===== config.mk =====
export PLATFORM = sky130hd
export DESIGN_NAME = accel_range_autoscaler_unit
export DESIGN_NICKNAME = d
export VERILOG_FILES = /design/src/hw/rtl/aras_pkg.sv /design/src/hw/rtl/aras_ctrl.sv /design/src/hw/rtl/aras_dp.sv /design/src/hw/rtl/accel_range_autoscaler_unit.sv
export SDC_FILE = /design/constraint.sdc
export NUM_CORES = 1
export LEC_CHECK = 0
export ABC_AREA = 1
export BUFFER_PORTS_ARGS = -buffer_cell sky130_fd_sc_hd__clkbuf_2
export CELL_PAD_IN_SITES_DETAIL_PLACEMENT = 1
export CELL_PAD_IN_SITES_GLOBAL_PLACEMENT = 1
export CORE_ASPECT_RATIO = 1.1
export CORE_MARGIN = 2
export CORE_UTILIZATION = 45
export CTS_BUF_LIST = sky130_fd_sc_hd__clkbuf_8 sky130_fd_sc_hd__clkbuf_16
export DETAILED_ROUTE_END_ITERATION = 12
export GPL_TIMING_DRIVEN = 0
export PLACE_DENSITY_LB_ADDON = 0.1
export SYNTH_ARGS = -nofsm -noshare
export SYNTH_HDL_FRONTEND = slang
export SYNTH_HIERARCHICAL = 1
export SYNTH_SLANG_ARGS = --single-unit

===== constraint.sdc =====
create_clock -name i_clk -period 6.45 [get_ports i_clk]
set_clock_uncertainty 0.1 [all_clocks]
set_input_delay 0.3225 -clock i_clk [delete_from_list [all_inputs] [get_ports i_clk]]
set_output_delay 0.3225 -clock i_clk [all_outputs]
set_load 0.01 [all_outputs]

===== src/hw/rtl/aras_pkg.sv =====
`timescale 1ns / 1ps
// ----------------------------------------------------------------------------
// aras_pkg
// shared constants, codes and controller/datapath interface types for the
// accelerometer range autoscaler
// ----------------------------------------------------------------------------
package aras_pkg;

    localparam int POINTS   = 16;
    localparam int PT_W     = (POINTS > 1) ? $clog2(POINTS) : 1;
    localparam int CNT_W    = $clog2(6 * POINTS + 1);
    localparam int AXIS_W   = 8;
    localparam int ENTRY_W  = 3 * AXIS_W;
    localparam int INDEX_W  = 8;
    localparam int LIMIT_W  = 8;
    localparam int COUNT_W  = 11;
    localparam int RANGE_W  = 2;
    localparam int CFG_IDX_W = 2;
    localparam int CFG_DATA_W = 11;

    localparam logic [LIMIT_W-1:0] UPPER_RST     = 8'h70;
    localparam logic [LIMIT_W-1:0] LOWER_RST     = 8'h30;
    localparam logic [COUNT_W-1:0] THRESHOLD_RST = 11'd10;
    localparam logic [RANGE_W-1:0] TOP_RST       = 2'd3;
    localparam logic [AXIS_W-1:0]  MAX_RST       = 8'h80;
    localparam logic [AXIS_W-1:0]  MIN_RST       = 8'h7F;

    typedef enum logic [1:0] {
        CMD_SAMPLE     = 2'd0,
        CMD_SCALE_UP   = 2'd1,
        CMD_SCALE_DOWN = 2'd2,
        CMD_CLEAR      = 2'd3
    } t_cmd;

    typedef enum logic [CFG_IDX_W-1:0] {
        REG_UPPER     = 2'd0,
        REG_LOWER     = 2'd1,
        REG_THRESHOLD = 2'd2,
        REG_TOP       = 2'd3
    } t_reg_idx;

    typedef struct packed {
        logic [LIMIT_W-1:0] upper_limit;
        logic [LIMIT_W-1:0] lower_limit;
        logic [COUNT_W-1:0] count_threshold;
        logic [RANGE_W-1:0] top_range;
    } t_cfg;

    // controller to datapath
    typedef struct packed {
        logic capture;
        logic rd_en;
        logic rd_walk;
        logic wr_en;
        logic walk_clr;
        logic walk_step;
        logic clear_all;
        logic decide;
        logic load_out;
    } t_dp_cmd;

    // datapath to controller
    typedef struct packed {
        t_cmd item_cmd;
        logic cycle_done;
        logic pt_in_range;
        logic walk_last;
        logic out_free;
    } t_dp_sts;

endpackage


===== src/hw/rtl/aras_ctrl.sv =====
`timescale 1ns / 1ps
// ----------------------------------------------------------------------------
// aras_ctrl
// sequencer: accepts one beat, dispatches on its command, walks the point
// store for checks and hands the result to the output register
// ----------------------------------------------------------------------------
module aras_ctrl (
    input  logic               i_clk,
    input  logic               i_rst_n,
    input  logic               i_in_valid,
    output logic               o_in_ready,
    input  aras_pkg::t_dp_sts  i_sts,
    output aras_pkg::t_dp_cmd  o_cmd
);

    typedef enum logic [6:0] {
        S_IDLE     = 7'b0000001,
        S_DISPATCH = 7'b0000010,
        S_WRITE    = 7'b0000100,
        S_WALK     = 7'b0001000,
        S_DRAIN    = 7'b0010000,
        S_DECIDE   = 7'b0100000,
        S_OUT      = 7'b1000000
    } t_state;

    t_state r_state;
    t_state n_state;

    always_ff @(posedge i_clk) begin
        if (!i_rst_n) begin
            r_state <= S_IDLE;
        end else begin
            r_state <= n_state;
        end
    end

    always_comb begin
        n_state    = r_state;
        o_cmd      = '0;
        o_in_ready = 1'b0;
        unique case (r_state)
            S_IDLE: begin
                o_in_ready = 1'b1;
                if (i_in_valid) begin
                    o_cmd.capture = 1'b1;
                    n_state       = S_DISPATCH;
                end
            end
            S_DISPATCH: begin
                n_state = S_OUT;
                unique case (i_sts.item_cmd) inside
                    aras_pkg::CMD_SAMPLE: begin
                        if (i_sts.pt_in_range) begin
                            o_cmd.rd_en = 1'b1;
                            n_state     = S_WRITE;
                        end
                    end
                    aras_pkg::CMD_SCALE_UP, aras_pkg::CMD_SCALE_DOWN: begin
                        if (i_sts.cycle_done) begin
                            o_cmd.walk_clr = 1'b1;
                            n_state        = S_WALK;
                        end
                    end
                    aras_pkg::CMD_CLEAR: begin
                        o_cmd.clear_all = 1'b1;
                    end
                endcase
            end
            S_WRITE: begin
                o_cmd.wr_en = 1'b1;
                n_state     = S_OUT;
            end
            S_WALK: begin
                o_cmd.rd_en     = 1'b1;
                o_cmd.rd_walk   = 1'b1;
                o_cmd.walk_step = 1'b1;
                if (i_sts.walk_last) begin
                    n_state = S_DRAIN;
                end
            end
            S_DRAIN: begin
                n_state = S_DECIDE;
            end
            S_DECIDE: begin
                o_cmd.decide = 1'b1;
                n_state      = S_OUT;
            end
            S_OUT: begin
                if (i_sts.out_free) begin
                    o_cmd.load_out = 1'b1;
                    n_state        = S_IDLE;
                end
            end
        endcase
    end

endmodule


===== src/hw/rtl/aras_dp.sv =====
`timescale 1ns / 1ps
// ----------------------------------------------------------------------------
// aras_dp
// datapath: item register, extreme stores with per-point valid bits, walk
// accumulator, range register and output register
// ----------------------------------------------------------------------------
module aras_dp (
    input  logic                            i_clk,
    input  logic                            i_rst_n,
    input  aras_pkg::t_cfg                  i_cfg,
    input  aras_pkg::t_dp_cmd               i_cmd,
    output aras_pkg::t_dp_sts               o_sts,
    input  aras_pkg::t_cmd                  i_item_cmd,
    input  logic [aras_pkg::INDEX_W-1:0]    i_point_index,
    input  logic [aras_pkg::ENTRY_W-1:0]    i_samples,
    input  logic                            i_cycle_done,
    output logic                            o_out_valid,
    input  logic                            i_out_ready,
    output logic [aras_pkg::RANGE_W-1:0]    o_range_index,
    output logic                            o_range_changed,
    output logic [aras_pkg::COUNT_W-1:0]    o_over_count
);

    localparam int PT_W   = aras_pkg::PT_W;
    localparam int CNT_W  = aras_pkg::CNT_W;
    localparam int AW     = aras_pkg::AXIS_W;
    localparam int EW     = aras_pkg::ENTRY_W;

    // item register
    aras_pkg::t_cmd                r_cmd;
    logic [aras_pkg::INDEX_W-1:0]  r_pt;
    logic [EW-1:0]                 r_samp;
    logic                          r_done;

    // extreme stores
    logic [EW-1:0]      r_max_mem [aras_pkg::POINTS];
    logic [EW-1:0]      r_min_mem [aras_pkg::POINTS];
    logic [aras_pkg::POINTS-1:0] r_valid;
    logic [EW-1:0]      r_rd_max;
    logic [EW-1:0]      r_rd_min;
    logic               r_rd_vbit;
    logic               r_acc_pend;
    logic [PT_W-1:0]    rd_addr;
    logic [PT_W-1:0]    pt_addr;
    logic [EW-1:0]      max_eff;
    logic [EW-1:0]      min_eff;
    logic [EW-1:0]      new_max;
    logic [EW-1:0]      new_min;

    // walk and decision state
    logic [PT_W-1:0]    r_walk_cnt;
    logic [CNT_W-1:0]   r_over;
    logic               r_within;
    logic [2:0]         hits;
    logic               any_above_lower;
    logic [aras_pkg::RANGE_W-1:0] r_range;
    logic [aras_pkg::RANGE_W-1:0] n_range;
    logic               r_changed;
    logic               n_changed;

    // output register
    logic                          r_out_valid;
    logic [aras_pkg::RANGE_W-1:0]  r_out_range;
    logic                          r_out_changed;
    logic [aras_pkg::COUNT_W-1:0]  r_out_count;

    always_ff @(posedge i_clk) begin
        if (i_cmd.capture) begin
            r_cmd  <= i_item_cmd;
            r_pt   <= i_point_index;
            r_samp <= i_samples;
            r_done <= i_cycle_done;
        end
    end

    assign pt_addr = r_pt[PT_W-1:0];
    assign rd_addr = i_cmd.rd_walk ? r_walk_cnt : pt_addr;

    always_ff @(posedge i_clk) begin
        if (i_cmd.rd_en) begin
            r_rd_max  <= r_max_mem[rd_addr];
            r_rd_min  <= r_min_mem[rd_addr];
            r_rd_vbit <= r_valid[rd_addr];
        end
        if (i_cmd.wr_en) begin
            r_max_mem[pt_addr] <= new_max;
            r_min_mem[pt_addr] <= new_min;
        end
    end

    always_ff @(posedge i_clk) begin
        if (!i_rst_n) begin
            r_valid <= '0;
        end else if (i_cmd.clear_all) begin
            r_valid <= '0;
        end else if (i_cmd.wr_en) begin
            r_valid[pt_addr] <= 1'b1;
        end
    end

    // a never-written or cleared point reads as its reset extremes
    assign max_eff = r_rd_vbit ? r_rd_max : {3{aras_pkg::MAX_RST}};
    assign min_eff = r_rd_vbit ? r_rd_min : {3{aras_pkg::MIN_RST}};

    always_comb begin
        logic signed [AW-1:0] s;
        logic signed [AW-1:0] mx;
        logic signed [AW-1:0] mn;
        new_max = '0;
        new_min = '0;
        for (int a = 0; a < 3; a++) begin
            s  = signed'(r_samp[a*AW +: AW]);
            mx = signed'(max_eff[a*AW +: AW]);
            mn = signed'(min_eff[a*AW +: AW]);
            new_max[a*AW +: AW] = (s > mx) ? s : mx;
            new_min[a*AW +: AW] = (s < mn) ? s : mn;
        end
    end

    function automatic logic [AW-1:0] mag(input logic [AW-1:0] v);
        // magnitude of -128 comes out as 128 in unsigned form
        return v[AW-1] ? (~v + AW'(1)) : v;
    endfunction

    always_comb begin
        logic [AW-1:0] m;
        hits            = '0;
        any_above_lower = 1'b0;
        for (int a = 0; a < 3; a++) begin
            m = mag(max_eff[a*AW +: AW]);
            hits = hits + 3'(m > i_cfg.upper_limit);
            any_above_lower = any_above_lower | (m > i_cfg.lower_limit);
            m = mag(min_eff[a*AW +: AW]);
            hits = hits + 3'(m > i_cfg.upper_limit);
            any_above_lower = any_above_lower | (m > i_cfg.lower_limit);
        end
    end

    always_ff @(posedge i_clk) begin
        if (!i_rst_n) begin
            r_acc_pend <= 1'b0;
        end else begin
            r_acc_pend <= i_cmd.rd_en & i_cmd.rd_walk;
        end
    end

    always_ff @(posedge i_clk) begin
        if (!i_rst_n) begin
            r_walk_cnt <= '0;
            r_over     <= '0;
            r_within   <= 1'b1;
        end else if (i_cmd.walk_clr) begin
            r_walk_cnt <= '0;
            r_over     <= '0;
            r_within   <= 1'b1;
        end else begin
            if (i_cmd.walk_step) begin
                r_walk_cnt <= r_walk_cnt + PT_W'(1);
            end
            if (r_acc_pend) begin
                r_over   <= r_over + CNT_W'(hits);
                r_within <= r_within & ~any_above_lower;
            end
        end
    end

    always_comb begin
        n_range   = r_range;
        n_changed = 1'b0;
        if (r_cmd == aras_pkg::CMD_SCALE_UP) begin
            if ((aras_pkg::COUNT_W'(r_over) > i_cfg.count_threshold) &&
                (r_range < i_cfg.top_range)) begin
                n_range   = r_range + aras_pkg::RANGE_W'(1);
                n_changed = 1'b1;
            end
        end else if (r_cmd == aras_pkg::CMD_SCALE_DOWN) begin
            if (r_within && (r_range != '0)) begin
                n_range   = r_range - aras_pkg::RANGE_W'(1);
                n_changed = 1'b1;
            end
        end
    end

    always_ff @(posedge i_clk) begin
        if (!i_rst_n) begin
            r_range   <= '0;
            r_changed <= 1'b0;
        end else if (i_cmd.capture) begin
            r_changed <= 1'b0;
        end else if (i_cmd.decide) begin
            r_range   <= n_range;
            r_changed <= n_changed;
        end
    end

    always_ff @(posedge i_clk) begin
        if (!i_rst_n) begin
            r_out_valid <= 1'b0;
        end else if (i_cmd.load_out) begin
            r_out_valid <= 1'b1;
        end else if (i_out_ready) begin
            r_out_valid <= 1'b0;
        end
    end

    always_ff @(posedge i_clk) begin
        if (i_cmd.load_out) begin
            r_out_range   <= r_range;
            r_out_changed <= r_changed;
            r_out_count   <= ((r_cmd == aras_pkg::CMD_SCALE_UP) && r_done) ?
                             aras_pkg::COUNT_W'(r_over) : '0;
        end
    end

    assign o_out_valid     = r_out_valid;
    assign o_range_index   = r_out_range;
    assign o_range_changed = r_out_changed;
    assign o_over_count    = r_out_count;

    assign o_sts.item_cmd    = r_cmd;
    assign o_sts.cycle_done  = r_done;
    assign o_sts.pt_in_range = ({1'b0, r_pt} < (aras_pkg::INDEX_W + 1)'(aras_pkg::POINTS));
    assign o_sts.walk_last   = (r_walk_cnt == PT_W'(aras_pkg::POINTS - 1));
    assign o_sts.out_free    = ~r_out_valid | i_out_ready;

    a_no_wr_with_clear : assert property (@(posedge i_clk) disable iff (!i_rst_n)
        i_cmd.wr_en |-> !i_cmd.clear_all)
        else $error("store write and clear in the same cycle");

    a_load_needs_room : assert property (@(posedge i_clk) disable iff (!i_rst_n)
        i_cmd.load_out |-> (!r_out_valid || i_out_ready))
        else $error("output register overwritten while a result waits");

    a_change_moves_range : assert property (@(posedge i_clk) disable iff (!i_rst_n)
        (i_cmd.decide && n_changed) |=> (r_range != $past(r_range)))
        else $error("range change flagged without a new range");

    a_count_bound : assert property (@(posedge i_clk) disable iff (!i_rst_n)
        r_over <= CNT_W'(6 * aras_pkg::POINTS))
        else $error("over-limit count exceeds six per point");

endmodule


===== src/hw/rtl/accel_range_autoscaler_unit.sv =====
`timescale 1ns / 1ps
// ----------------------------------------------------------------------------
// accel_range_autoscaler_unit
// per-point max/min tracking of a three-axis accelerometer with range
// index scale-up and scale-down checks
// ----------------------------------------------------------------------------
// a sample to a stored point is read in dispatch, written back, then loaded
//   to the output; a clear, an ignored sample or a check with cycle_done low
//   goes from dispatch to the output load; the next beat waits for that load
// a check with cycle_done high walks the store one point a cycle through its
//   single read port, then drains and decides before the output load
// reset: config to defaults, range index 0, point valid bits cleared at once
// ----------------------------------------------------------------------------
module accel_range_autoscaler_unit (
    input  logic                              i_clk,
    input  logic                              i_rst_n,
    // input beats
    input  logic                              s_axis_tvalid,
    output logic                              s_axis_tready,
    // [7:0] point_index, [15:8] sample_x, [23:16] sample_y, [31:24] sample_z,
    // [32] cycle_done, [39:33] zero
    input  logic [39:0]                       s_axis_tdata,
    // [1:0] command
    input  logic [1:0]                        s_axis_tuser,
    // result beats
    output logic                              m_axis_tvalid,
    input  logic                              m_axis_tready,
    // [1:0] range_index, [2] range_changed, [13:3] over_count, [15:14] zero
    output logic [15:0]                       m_axis_tdata,
    // configuration writes
    input  logic                              i_cfg_valid,
    output logic                              o_cfg_ready,
    input  logic [aras_pkg::CFG_IDX_W-1:0]    i_cfg_index,
    input  logic [aras_pkg::CFG_DATA_W-1:0]   i_cfg_data
);

    aras_pkg::t_cfg     r_cfg;
    aras_pkg::t_dp_cmd  dp_cmd;
    aras_pkg::t_dp_sts  dp_sts;

    logic [aras_pkg::RANGE_W-1:0] out_range;
    logic                         out_changed;
    logic [aras_pkg::COUNT_W-1:0] out_count;

    // config writes are always taken; register index decodes to a field
    assign o_cfg_ready = 1'b1;

    always_ff @(posedge i_clk) begin
        if (!i_rst_n) begin
            r_cfg.upper_limit     <= aras_pkg::UPPER_RST;
            r_cfg.lower_limit     <= aras_pkg::LOWER_RST;
            r_cfg.count_threshold <= aras_pkg::THRESHOLD_RST;
            r_cfg.top_range       <= aras_pkg::TOP_RST;
        end else if (i_cfg_valid) begin
            unique case (aras_pkg::t_reg_idx'(i_cfg_index))
                aras_pkg::REG_UPPER:
                    r_cfg.upper_limit <= i_cfg_data[aras_pkg::LIMIT_W-1:0];
                aras_pkg::REG_LOWER:
                    r_cfg.lower_limit <= i_cfg_data[aras_pkg::LIMIT_W-1:0];
                aras_pkg::REG_THRESHOLD:
                    r_cfg.count_threshold <= i_cfg_data[aras_pkg::COUNT_W-1:0];
                aras_pkg::REG_TOP:
                    r_cfg.top_range <= i_cfg_data[aras_pkg::RANGE_W-1:0];
            endcase
        end
    end

    // sequencer
    aras_ctrl u_ctrl (
        .i_clk      (i_clk),
        .i_rst_n    (i_rst_n),
        .i_in_valid (s_axis_tvalid),
        .o_in_ready (s_axis_tready),
        .i_sts      (dp_sts),
        .o_cmd      (dp_cmd)
    );

    // stores, accumulator, range and output register
    aras_dp u_dp (
        .i_clk           (i_clk),
        .i_rst_n         (i_rst_n),
        .i_cfg           (r_cfg),
        .i_cmd           (dp_cmd),
        .o_sts           (dp_sts),
        .i_item_cmd      (aras_pkg::t_cmd'(s_axis_tuser)),
        .i_point_index   (s_axis_tdata[7:0]),
        .i_samples       (s_axis_tdata[31:8]),
        .i_cycle_done    (s_axis_tdata[32]),
        .o_out_valid     (m_axis_tvalid),
        .i_out_ready     (m_axis_tready),
        .o_range_index   (out_range),
        .o_range_changed (out_changed),
        .o_over_count    (out_count)
    );

    assign m_axis_tdata = {2'b00, out_count, out_changed, out_range};

endmodule

==> Word-level counts from Yosys, hierarchy flattened <==
Memory sizes are Yosys's and may differ from the RTL's. A register that Yosys moved wholly into a read port is not among the register bits.
Index checks and enable logic that the tools add are counted.
{ "classes": {"n_addsub": 15, "magnitude_cmp": 24, "eq_ne": 18, "n_mux": 54, "bitwise": 19, "reduce_logical": 21} }
{ "ops": {"columns": ["operator", "count"], "rows": [
  ["$gt 8x8->1", 15],
  ["$mux 8", 12],
  ["$add 8x1->8 const B", 6],
  ["$mux 24", 2],
  ["$not 8->8", 6],
  ["$pmux 7 s6", 1],
  ["$mux 7", 5],
  ["$mux 1", 25],
  ["$lt 8x8->1", 3],
  ["$or 16x16->16", 1],
  ["$pmux 7 s2", 1],
  ["$add 3x1->3", 4],
  ["$gt 7x11->1", 1],
  ["$lt 4x5->1 const B", 2],
  ["$reduce_or 2->1", 5],
  ["$eq 2x2->1 const B", 4],
  ["$lt 8x5->1 const B", 1],
  ["$mux 2", 4],
  ["$reduce_and 2->1", 4],
  ["$reduce_bool 2->1", 4],
  ["$add 7x3->7", 1],
  ["$eq 7x1->1 const B", 1],
  ["$eq 7x2->1 const B", 1],
  ["$eq 7x3->1 const B", 1],
  ["25 further kinds", 41]
]} }
{ "word_totals": {"register_bits": 119, "ram_bits": 768, "inputBits": 60, "out_inout_bits": 19, "wordCells": 175, "mem_count": 2} }
{ "mem_list": {"columns": ["memory", "words", "word_bits", "read_ports", "rd_clocked_by_memory_dff", "wr", "line", "text"], "rows": [
  ["u_dp.r_max_mem", 16, 24, 1, 1, 1, "aras_dp.sv:36", "logic [EW-1:0] r_max_mem [aras_pkg::POINTS];"],
  ["u_dp.r_min_mem", 16, 24, 1, 1, 1, "aras_dp.sv:37", "logic [EW-1:0] r_min_mem [aras_pkg::POINTS];"]
]} }

==> Depth between registers and ports, before layout <==
{ "logic_depth": {"word_depth": 12, "mapped_depth": 27, "depth_no_buf": 24} }

==> Hierarchy <==
The synthesis kept the hierarchy.
{ "by_module_without_submodules": {"columns": ["module", "instances", "cells_each", "area_each_um2", "seq_area_each_um2"], "rows": [
  ["aras_dp", 1, 3635, 40847.9, 26545.5],
  ["accel_range_autoscaler_unit", 1, 181, 1228.7, 580.6],
  ["aras_ctrl", 1, 90, 583.1, 140.1]
]} }

==> Worst setup path after synthesis <==
OpenSTA, ideal clock, no wires.
{ "synth_timing": {"path_type": "register to register", "start": "reg u_dp.r_rd_vbit", "end": "reg u_dp.r_over[6]", "setup_ns": 0.119, "arrival_ns": 4.547, "required_time_ns": 6.231, "setup_slack_ns": 1.684, "path_stages_with_launch": 24, "path_buffers": 2, "synth_period_minus_slack_ns": 4.766, "cell_sequence": "edfxtp_1 -> buf_4 -> buf_2 -> nand2_1 -> ha_1 -> nand3_1 -> o21ai_0 -> xor2_1 -> ha_1 -> nand4_1 -> a21oi_1 -> nor3_1 -> a21oi_1 -> fa_1 -> fa_1 -> inv_1 -> fa_1 -> fa_1 -> nor2_1 -> o211ai_1 -> nor2_1 -> nand2_1 -> o21ai_0 -> a21oi_1"} }
{ "synth_via": {"elab_chain_cells": 11, "word_cells_on_any_way": 32, "classes_between": "add/sub (12); order compare (6); mux (8); bitwise (6)"} }
{ "synth_rtl": {"columns": ["item", "line", "text"], "rows": [
  ["start: declaration", "aras_dp.sv:41", "logic r_rd_vbit;"],
  ["start signal: assignment", "aras_dp.sv:83", "r_rd_vbit <= r_valid[rd_addr];"],
  ["$mux 24, on equally long branches", "aras_dp.sv:102, aras_dp.sv:103", null],
  ["$not 8->8", "aras_dp.sv:122", "return v[AW-1] ? (~v + AW'(1)) : v;"],
  ["$add 8x1->8", "aras_dp.sv:122", null],
  ["$mux 8", "aras_dp.sv:122", null],
  ["$gt 8x8->1, on equally long branches", "aras_dp.sv:131, aras_dp.sv:134", null],
  ["$add 1x1->2", "aras_dp.sv:134", "hits = hits + 3'(m > i_cfg.upper_limit);"],
  ["$add 3x1->3", "aras_dp.sv:131", "hits = hits + 3'(m > i_cfg.upper_limit);"],
  ["$add 3x1->3", "aras_dp.sv:134", null],
  ["$add 3x1->3", "aras_dp.sv:131", null],
  ["$add 3x1->3 (*)", "aras_dp.sv:134", null],
  ["$add 7x3->7 (*)", "aras_dp.sv:161", "r_over <= r_over + CNT_W'(hits);"],
  ["end signal: assignment", "aras_dp.sv:161", null],
  ["end: declaration", "aras_dp.sv:52", "logic [CNT_W-1:0] r_over;"]
]} }
Every way passes the cells marked *; elsewhere a longest branch is shown, timed or not.
A chain may end at the register's enable or synchronous reset.

==> Worst setup path in the final report <==
Same ends and word-level chain as after synthesis.

==> impl_metrics.env <==
export IMPL_cts_buffer_depth=3
export IMPL_grt_total_usage_pct=30.6
export IMPL_place_port_buffers=64
export IMPL_timing_final_ws_setup_ns=0.791
export IMPL_wl_per_cell_um=27.1
export IMPL_regArea_um2=27300
export IMPL_worst_reg2reg_endpoint="u_dp/r_over[6]"
export IMPL_drive_above_1_share_pct=11.5
export IMPL_timing_reg2reg_setup_slack_ns=0.79
export IMPL_place_hpwl_mm=105
export IMPL_grt_antenna_before_repair=7
export IMPL_synth_yosys_warnings=6
export IMPL_antenna_cells_inserted=0
export IMPL_swShare_pct=24.5
export IMPL_final_core_utilization_pct=52.5
export IMPL_place_inst=5278
export IMPL_drtAntennaViolNets=0
export IMPL_synth_area_top_cells="sky130_fd_sc_hd__edfxtp_1, sky130_fd_sc_hd__inv_1, sky130_fd_sc_hd__nand2_1, sky130_fd_sc_hd__ha_1, sky130_fd_sc_hd__nand3_1"
export IMPL_worst_ep_arrival_time_ns=6.13
export IMPL_hold_path_depth=2
export IMPL_synth_largest_area_cell="sky130_fd_sc_hd__edfxtp_1"
export IMPL_fin_total_pwr_mw=13.6
export IMPL_power_per_cell_area_nw_per_um2=274
export IMPL_finalCriticalPeriod_ns=5.66
export IMPL_synthCells=3906
export IMPL_stdcell_count=5512
export IMPL_setup_total_negative_slack_ns=0
export IMPL_postSynth_asyncResetShare_pct=0
export IMPL_tritoncts_num_buffers=98
export IMPL_grt_met1_usage_pct=40.2
export IMPL_max_clock_freq_ghz=0.177
export IMPL_postRouteWirelength_mm=149
export IMPL_synth_cell_area_um2=42700
export IMPL_post_cts_setup_buffer_count=0
export IMPL_run_status="complete, no violations"
export IMPL_synth_top_area_share_pct=60.7
export IMPL_cts_tree="yes"
export IMPL_cap_violations=0
export IMPL_max_slew_margin_pct=2.80
export IMPL_setup_viol=0
export IMPL_drtIter0Drc=3059
export IMPL_area_growth_synth_to_final_pct=15.8
export IMPL_combinationalPowerShare_pct=8.7
export IMPL_fin_crit_sh_pct=87.7
export IMPL_grt_start_max_net_pins=35
export IMPL_grt_busiest_layer="met2"
export IMPL_report_final_slew_viol_count=0
export IMPL_syn_area_per_cell_um2=10.9
export IMPL_grt_overflow=0
export IMPL_yosysSeqAreaShare_pct=63.9
export IMPL_vdd_ir_drop_max_v=0.000248
export IMPL_grt_pass1_wl_mm=216
export IMPL_root_buffer="sky130_fd_sc_hd__clkbuf_16"
export IMPL_cts_sinks=931
export IMPL_synth_enable_flop_cells=862
export IMPL_setup_repair_after_global_routing_missed_its_margin="false"
export IMPL_cts_htree_levels=3
export IMPL_hold_path_startpoint="s_axis_tdata[17]"
export IMPL_gr_usage_met3_pct=3.73
export IMPL_first_global_vias=31900
export IMPL_ff2ff_path_depth=24
export IMPL_core_rowCount=118
export IMPL_synth_lib_cells_used_distinct=46
export IMPL_die_area_um2=97300
export IMPL_layout_filler_cells=10100
export IMPL_number_of_vias_in_the_routed_layout=31400
export IMPL_postSynthRegisterBits=931
export IMPL_insertion_delay_ns=0.68
export IMPL_boundaryPins=79
export IMPL_end_kind="register"
export IMPL_power_switching_mw=3.32
export IMPL_cp_required_ns=6.92
export IMPL_start_util_pct=45.4
export IMPL_cp_start_kind="register"
export IMPL_dpl_instance_area_um2=45700
export IMPL_gr_usage_met2_pct=51.9
export IMPL_path_clk_slew_ns=0.06
export IMPL_floorplan_die_height_um=327
export IMPL_via_per_inst=5.69
export IMPL_clock_power_share_pct=41.7
export IMPL_synth_ff_type="sky130_fd_sc_hd__edfxtp_1"
export IMPL_drc=0
export IMPL_timing_critical_path_fanout_max=10
export IMPL_hold_endpoint="u_dp/r_samp[9]"
export IMPL_synthMostInstantiatedCell="sky130_fd_sc_hd__edfxtp_1"
export IMPL_multi_input_area_um2=12300
export IMPL_internal_power_mw=10.2
export IMPL_coreArea_um2=94000
export IMPL_die_w_um=298
export IMPL_share_seq_of_total_power_pct=49.6
export IMPL_globalplace_congestion=0.872
export IMPL_design_area_um2=49400
export IMPL_firstDrtPassIters=5
export IMPL_dp_worst_setup_slack_ns=0.737
export IMPL_hold_violations=0
export IMPL_setup_worst_path_class="reg -> reg"
export IMPL_worstMarginPinSlew_ns=1.46
export IMPL_worstReg2RegStart="u_dp/r_rd_vbit"
export IMPL_hold_path_class="in -> reg"
export IMPL_final_hold_slack_ns=0.262
export IMPL_p_leak_nw=19.6
export IMPL_num_nets_final=4402
export IMPL_synth_cells_most_frequent="sky130_fd_sc_hd__edfxtp_1, sky130_fd_sc_hd__inv_1, sky130_fd_sc_hd__nand2_1"
[what timing repair did]
action	CTS	global route
hold buffers	54	0
endpoints found under the hold margin	70	0
resized for setup	0	0
[power groups by stage]
stage	clock [mW]	sequential (mW)	combinational, mW
CTS	5.72	6.73	1.15
finish	5.65	6.73	1.17
detailed placement	0	6.86	1.12
floorplan	0	6.83	0.616
global placement	0	6.86	1.07
global route	5.93	6.73	1.26
[final cells by class]
class	instances	area share [%]
Multi-Input combinational cell	2185	24.8
Timing Repair Buffer	164	3.67
Clock buffer	103	5.17
Buffer	191	2.15
Sequential cell	931	55.2
Tap cell	1260	3.19
Inverter	603	4.58
Clock inverter	75	1.23
[cell families after synthesis]
logic type,Yosys count,share of synthesized area [%]
XOR/XNOR,19,0.390
buffers and inverters,794,7.80
AND/OR/NAND/NOR,1218,12.4
flip-flops,931,63.9
other,3,0.0264
adder cells (fa/ha/maj),168,5.00
AO/OA/AOI/OAI,773,10.5
[sequential cells by signal, indices dropped and copies added, names as in the netlist]
signal                cells
u_dp/r_changed            1
u_dp/r_range              2
u_dp/r_over               7
u_dp/r_done               1
u_dp/r_rd_vbit            1
u_dp/o_range_changed      1
u_dp/r_acc_pend           1
u_dp/r_samp              24
u_dp/o_over_count         7
u_dp/r_rd_min            24
u_dp/r_walk_cnt           4
u_dp/r_cmd                2
u_dp/r_pt                 8
u_dp/r_within             1
u_dp/r_valid             16
u_dp/o_out_valid          1
u_dp/r_min_mem          384
r_cfg                    29
u_dp/r_max_mem          384
u_ctrl/r_state            7
u_dp/o_range_index        2
u_dp/r_rd_max            24
[layout by cell type, fill, tap and decap left out, drive strengths merged, types with 29 or more instances in the layout]
cell and n:
edfxtp 862, inv 630, nand2 573, nand3 368, a21oi 299, o21ai 242, nor2 212, buf 209
o211ai 197, clkbuf 195, ha 164, dfxtp 69, dlygate4sd3 54, clkinv 35, nor3 29
[critical path: stages (launching register included)]
cell and delay (ns):
sky130_fd_sc_hd__edfxtp_1 0.32, sky130_fd_sc_hd__buf_4 0.19, sky130_fd_sc_hd__inv_2 0.08, sky130_fd_sc_hd__buf_2 0.23
sky130_fd_sc_hd__nor2_1 0.38, sky130_fd_sc_hd__inv_1 0.17, sky130_fd_sc_hd__o21ai_0 0.13, sky130_fd_sc_hd__xor2_1 0.32
sky130_fd_sc_hd__ha_1 0.30, sky130_fd_sc_hd__nand2_1 0.09, sky130_fd_sc_hd__o21bai_1 0.11, sky130_fd_sc_hd__a21oi_1 0.07
sky130_fd_sc_hd__nor3_1 0.13, sky130_fd_sc_hd__a21oi_1 0.11, sky130_fd_sc_hd__fa_1 0.54, sky130_fd_sc_hd__fa_1 0.55
sky130_fd_sc_hd__inv_1 0.05, sky130_fd_sc_hd__fa_1 0.53, sky130_fd_sc_hd__fa_1 0.44, sky130_fd_sc_hd__nor2_1 0.15
sky130_fd_sc_hd__o211ai_1 0.13, sky130_fd_sc_hd__nor2_1 0.12, sky130_fd_sc_hd__nand2_1 0.08, sky130_fd_sc_hd__o21ai_0 0.16
sky130_fd_sc_hd__a21oi_1 0.05
[worst max path at each step]
stage                            from                    end  slack [ns]
CTS                    u_dp/r_rd_vbit         u_dp/r_over[6]        0.75
detailed placement     u_dp/r_rd_vbit         u_dp/r_over[6]        0.74
floorplan              u_dp/r_rd_vbit         u_dp/r_over[6]        1.68
global route           u_dp/r_rd_vbit         u_dp/r_over[6]        0.26
finish                 u_dp/r_rd_vbit         u_dp/r_over[6]        0.79
global placement    u_ctrl/r_state[2]  u_dp/r_min_mem[9][15]       -0.52
[metal layers]
layer  part of all wire (%)  up-vias  wire length (um)
met4                    3.9        4              5790
met3                    7.3      263             11000
li1                       -    14100                 -
met2                     49     1246             72600
met5                  0.016        -                24
met1                     40    15800             60100
No activity file was read; power rests on OpenSTA's default activity.
